<file path="config.mk">
export PLATFORM = sky130hd
export DESIGN_NAME = wmads_scan
export DESIGN_NICKNAME = d
export VERILOG_FILES = /design/src/rtl/wmads_pkg.sv /design/src/rtl/wmads_scan.sv
export SDC_FILE = /design/constraint.sdc
export NUM_CORES = 1
export LEC_CHECK = 0
export BUFFER_PORTS_ARGS = -buffer_cell sky130_fd_sc_hd__buf_2
export CAP_MARGIN = 20
export CORE_ASPECT_RATIO = 0.6
export CORE_MARGIN = 8
export CORE_UTILIZATION = 45
export CTS_CLUSTER_SIZE = 8
export DETAILED_ROUTE_END_ITERATION = 7
export PLACE_DENSITY = 0.66
export SLEW_MARGIN = 20
export SYNTH_ARGS = -nofsm -noshare
export SYNTH_HDL_FRONTEND = slang
export SYNTH_SLANG_ARGS = --single-unit
</file>
<file path="constraint.sdc">
create_clock -name clk -period 6 [get_ports clk]
set_input_delay 0.3 -clock clk [delete_from_list [all_inputs] [get_ports clk]]
set_output_delay 0.3 -clock clk [all_outputs]
set_load 0.01 [all_outputs]
</file>
<file path="src/rtl/wmads_pkg.sv">
// Shared types and constants for the sliding-window median deviation block.
package wmads_pkg;

  // Default sizing of the storage.
  localparam int WINDOW_MAX_DEF   = 1024;
  localparam int VALUE_LEVELS_DEF = 256;

  // Fixed field widths.
  localparam int SAMPLE_W = 8;
  localparam int DEV_W    = 18;
  localparam int MED_W    = 8;
  localparam int WSIZE_W  = 11;

  // Register file of the configuration port.
  localparam int PADDR_W  = 3;
  localparam int PDATA_W  = 32;
  localparam int REG_IDX_W = 1;
  localparam logic [REG_IDX_W-1:0] REG_WINDOW_SIZE = 1'd0;
  localparam logic [WSIZE_W-1:0]   WSIZE_RESET     = 11'd3;

  // Sequencer states.
  typedef enum logic [3:0] {
    ST_CLEAR,
    ST_IDLE,
    ST_OLD,
    ST_DEC,
    ST_INC_RD,
    ST_INC_WR,
    ST_SCAN,
    ST_DRAIN,
    ST_DONE
  } state_t;

  // Control handed from the sequencer to the histogram scan pipeline.
  typedef struct packed {
    logic start;
    logic vld;
    logic last;
  } scan_ctl_t;

endpackage

</file>
<file path="src/rtl/wmads_scan.sv">
// Histogram scan pipeline: locates the lower median and accumulates the deviation sum.
module wmads_scan #(
  parameter int WINDOW_MAX   = wmads_pkg::WINDOW_MAX_DEF,
  parameter int VALUE_LEVELS = wmads_pkg::VALUE_LEVELS_DEF
) (
  input  logic                            clk,
  input  logic                            rst_n,
  input  wmads_pkg::scan_ctl_t            ctl,
  input  logic [$clog2(VALUE_LEVELS)-1:0] bin,
  input  logic [$clog2(WINDOW_MAX+1)-1:0] count,
  input  logic [$clog2(WINDOW_MAX+1)-1:0] k,
  input  logic [$clog2(WINDOW_MAX+1)-1:0] rem,
  output logic                            done,
  output logic [wmads_pkg::DEV_W-1:0]     dev_sum,
  output logic [wmads_pkg::MED_W-1:0]     median
);

  localparam int BW = $clog2(VALUE_LEVELS);
  localparam int CW = $clog2(WINDOW_MAX + 1);

  logic [CW-1:0] cum_r, cum_nxt;
  logic [CW-1:0] cum_p_r;
  logic [BW-1:0] bin_b_r;
  logic          b_vld_r, b_last_r;
  logic          found_r;
  logic [BW-1:0] median_r;
  logic [CW-1:0] term_r;
  logic          c_vld_r, c_last_r;
  logic [wmads_pkg::DEV_W-1:0] acc_r;
  logic          done_r;
  logic          hit;

  assign cum_nxt = cum_r + count;
  assign hit     = (cum_p_r >= rem);

  // Control flags of the three stages.
  always_ff @(posedge clk) begin
    if (!rst_n) begin
      b_vld_r  <= 1'b0;
      b_last_r <= 1'b0;
      c_vld_r  <= 1'b0;
      c_last_r <= 1'b0;
      done_r   <= 1'b0;
      found_r  <= 1'b0;
    end else begin
      b_vld_r  <= ctl.vld;
      b_last_r <= ctl.vld & ctl.last;
      c_vld_r  <= b_vld_r;
      c_last_r <= b_vld_r & b_last_r;
      done_r   <= c_vld_r & c_last_r;
      if (ctl.start) begin
        found_r <= 1'b0;
      end else if (b_vld_r) begin
        found_r <= found_r | hit;
      end
    end
  end

  // Below the median a bin adds the count at or under it, from the median up
  // it adds the count above it; together they give the absolute deviation sum.
  always_ff @(posedge clk) begin
    if (ctl.start) begin
      cum_r <= '0;
    end else if (ctl.vld) begin
      cum_r <= cum_nxt;
    end
    cum_p_r <= cum_nxt;
    bin_b_r <= bin;
    if (b_vld_r) begin
      if (hit && !found_r) begin
        median_r <= bin_b_r;
      end
      term_r <= (found_r || hit) ? k - cum_p_r : cum_p_r;
    end
    if (ctl.start) begin
      acc_r <= '0;
    end else if (c_vld_r) begin
      acc_r <= acc_r + wmads_pkg::DEV_W'(term_r);
    end
  end

  assign done    = done_r;
  assign dev_sum = acc_r;
  assign median  = wmads_pkg::MED_W'(median_r);

endmodule

</file>
==> impl_results.md <==
* First-pass GRT wire length at 15600 um
* Worst setup SP type: flop
* # H-tree levels at 3
* Cell Chain, Critical Path: ha_1 > fa_1 > nand2b_1 > a21oi_1 > nor4_1 > a211o_1 > o21ai_1 > xnor2_1
* Buf/Inv on CP at 0
* Worst hold path type: in2reg
* Unrepaired setup endpoints after global routing: no
* Hpwl dp at 7320 um
* DRT Pass-1 Iters at 4
* Worst path slowest cell: fa_1
* Post-synth EDFFs at 19
* Post-synth top area share at 25.8%
* GRT overflow at 0
* Post-cts resize count at 0
* Adder-Cell Fraction of Synth Area at 14.0%
* Max-Slew Margin vs Limit at 42.4%
* Clock transition at path regs at 60 ps
* Post-Synth Simple-Gate Area at 15.8%
* Clock latency on the worst-skew pair at 330 ps
* Delay-heaviest family, CP: compound AO/OA/AOI/OAI gates
* Antenna viol nets, final at 0
* R2r setup slk at 3630 ps
* Core ar. at 9120 sq um
* Main combinational cell family by area after synthesis: compound AO/OA/AOI/OAI gates
* Ys Warns at 0
* Layout area overhead at 17.0%
* Hold Violations, Final at 0
* CP max FO at 4
* Worst Setup End Kind: flop
* Chip height at 90.7 um
* Outcome: finished, final reports clean
* Final Util at 53.7%
* Layout cell share with drive strength beyond 1 at 18.2%
* Vias per cell at 5.35
* Starting Density at 45.9%
* Post-CTS Setup Bufs at 0
* Synth Area in XOR/XNOR at 4.81%
* Mapped Area at 4190 sq um
* Post-synth ARST share at 0%
* CTS root buf: clkbuf_16
* Top post-synthesis cells by area: dfxtp_1 (26%), edfxtp_1 (14%), ha_1 (13%), a21oi_1 (4.1%), nor2_1 (3.9%)
* Cell accounting for the most synthesized area: dfxtp_1
* CTS Buffer Depth at 2
* PD cells at 349 nW/um^2
* CP peak stage delay at 400 ps
* Final net count at 603
* Port-buffer cells at 72
* Crit path required time at 6080 ps
* DRC violations left at 0
* Drt total wl at 9350 um
* Footprint of the multi-input gates at 2360 sq um
* # IOs at 73
* Highest clock rate at 0.421 GHz
* Setup TNS at 0 ps
* N_diodes at 0
* CTS tree: done
* Syn nets at 532
* Post-synthesis compound-gate area fraction at 17.9%
* Initial antenna violation count at 0
* Finished Layout Cells at 633
* Syn avg cell area at 9.50 sq um
* # rows at 27
* Register Area at 1650 sq um
* Die ar. at 12800 sq um
* RePlAce Congestion at 0.840
* Post-route cell area at 4900 sq um
* DR WL/cell at 14.8 um
* Placed insts at 617
* Endpoints failing setup at 0
* Leakage at 0.00236 uW
* GRT Overall Usage at 14.8%
* Maximum vdd drop at 129 uV
* Largest net degree at the start of global routing at 41
* Vias in the first global route at 3442
* Initial DRC Count at 122
* Final Max Slew Viols at 0
* Max-cap violations at 0
* Synth Flop Type: dfxtp_1
* Placed Area at 4630 sq um
* Post-CTS Hold Buffers at 0
* Gate Count Post-Synth at 441
* WS Path Type: reg2reg
* Routed vias at 3386
* Netlist cell types at 56
* Mux contribution to synthesized area at 3.85%
* Slew @ Worst Pin at 863 ps
* Clock skew at 4.76 ps
* # fillers at 848
* Die Wd at 141 um
* Critical Path AT at 2450 ps
* Final Cycle Share at 39.5%
* Sequential cell area fraction in the yosys report at 39.4%
* #FFs+latches synth at 73
* Fin crit period at 2370 ps
* CTS sink count at 73
* Overall power at 1710 uW
* Total CTS buffers at 9
[report_power, final]
group | internal, uW | total (uW) | switching (uW)
clock network | 278 | 480 | 202
registers | 594 | 640 | 46.1
logic | 259 | 593 | 333
total | 1130 | 1710 | 582
[through the flow]
stage               setup slack (ps)  hold WS [ps]
floorplan                       3850           328
global placement                3630           389
detailed placement              3580           393
CTS                             3660          51.9
global route                    3520          45.6
finish                          3630          68.4
[flip-flops by register name, summed over array words and instances, names as in the netlist]
| name | cells |
|---|---|
| c_vld_r | 1 |
| cum_r | 11 |
| cum_p_r | 11 |
| median | 8 |
| found_r | 1 |
| term_r | 11 |
| c_last_r | 1 |
| bin_b_r | 8 |
| b_last_r | 1 |
| b_vld_r | 1 |
| done | 1 |
| dev_sum | 18 |
[routing by layer]
| metal | track usage [%] | share of wire (%) |
|---|---|---|
| met1 | 17.8 | 46 |
| met2 | 24.8 | 48 |
| met3 | 4.75 | 5.8 |
| met4 | 4.54 | 0.76 |
| met5 | 0 | 0 |
[layout make-up]
| type | instances | share of cell area, % |
|---|---|---|
| Multi-Input combinational cell | 326 | 48.2 |
| Clock buffer | 9 | 4.60 |
| Timing Repair Buffer | 72 | 7.35 |
| Tap cell | 116 | 2.96 |
| Inverter | 30 | 2.30 |
| Clock inverter | 7 | 0.919 |
| Sequential cell | 73 | 33.7 |
[synthesized netlist by cell type (all sizes together) (8+ instances only)]
master / count
dfxtp: 54
clkbuf: 9
nor2b: 8
o21ai: 21
a21o: 18
nor2: 43
nand2b: 11
a21oi: 34
mux2i: 15
xor2: 12
nand2: 22
xnor2: 11
ha: 42
edfxtp: 19
inv: 30
[kinds of logic (layout without fill, tap and decap cells)]
| group | count (synthesis) | count (layout) |
|---|---|---|
| AOI/OAI and AO/OA | 113 | 113 |
| xor gates and xnor gates | 23 | 23 |
| adders and majority gates | 45 | 45 |
| buffers and inverters | 42 | 118 |
| DFF | 73 | 73 |
| muxes | 16 | 16 |
| and+or+nand+nor | 129 | 129 |
[placed cells by master (no fill, tap or decap), types with 9 or more instances in the layout]
cell type	synthesis	routed
buf_2	0	72
dfxtp_1	54	54
nor2_1	43	43
ha_1	42	42
a21oi_1	34	34
inv_1	30	30
nand2_1	22	22
edfxtp_1	19	19
a21o_1	18	18
o21ai_0	16	16
mux2i_1	15	15
xor2_1	12	12
xnor2_1	11	11
nand2b_1	10	10
clkbuf_16	0	9
[worst paths after layout]
path                               end                from  cells after the start
hold / removal      bin_b_r[2]$_DFF_P_              bin[2]                      1
hold reg to reg    median[6]$_DFFE_PP_  bin_b_r[6]$_DFF_P_                      0
setup / recovery  term_r[10]$_DFFE_PP_  cum_p_r[0]$_DFF_P_                      8
setup reg to reg  term_r[10]$_DFFE_PP_  cum_p_r[0]$_DFF_P_                      8
Power figures use the tool's default switching activity.
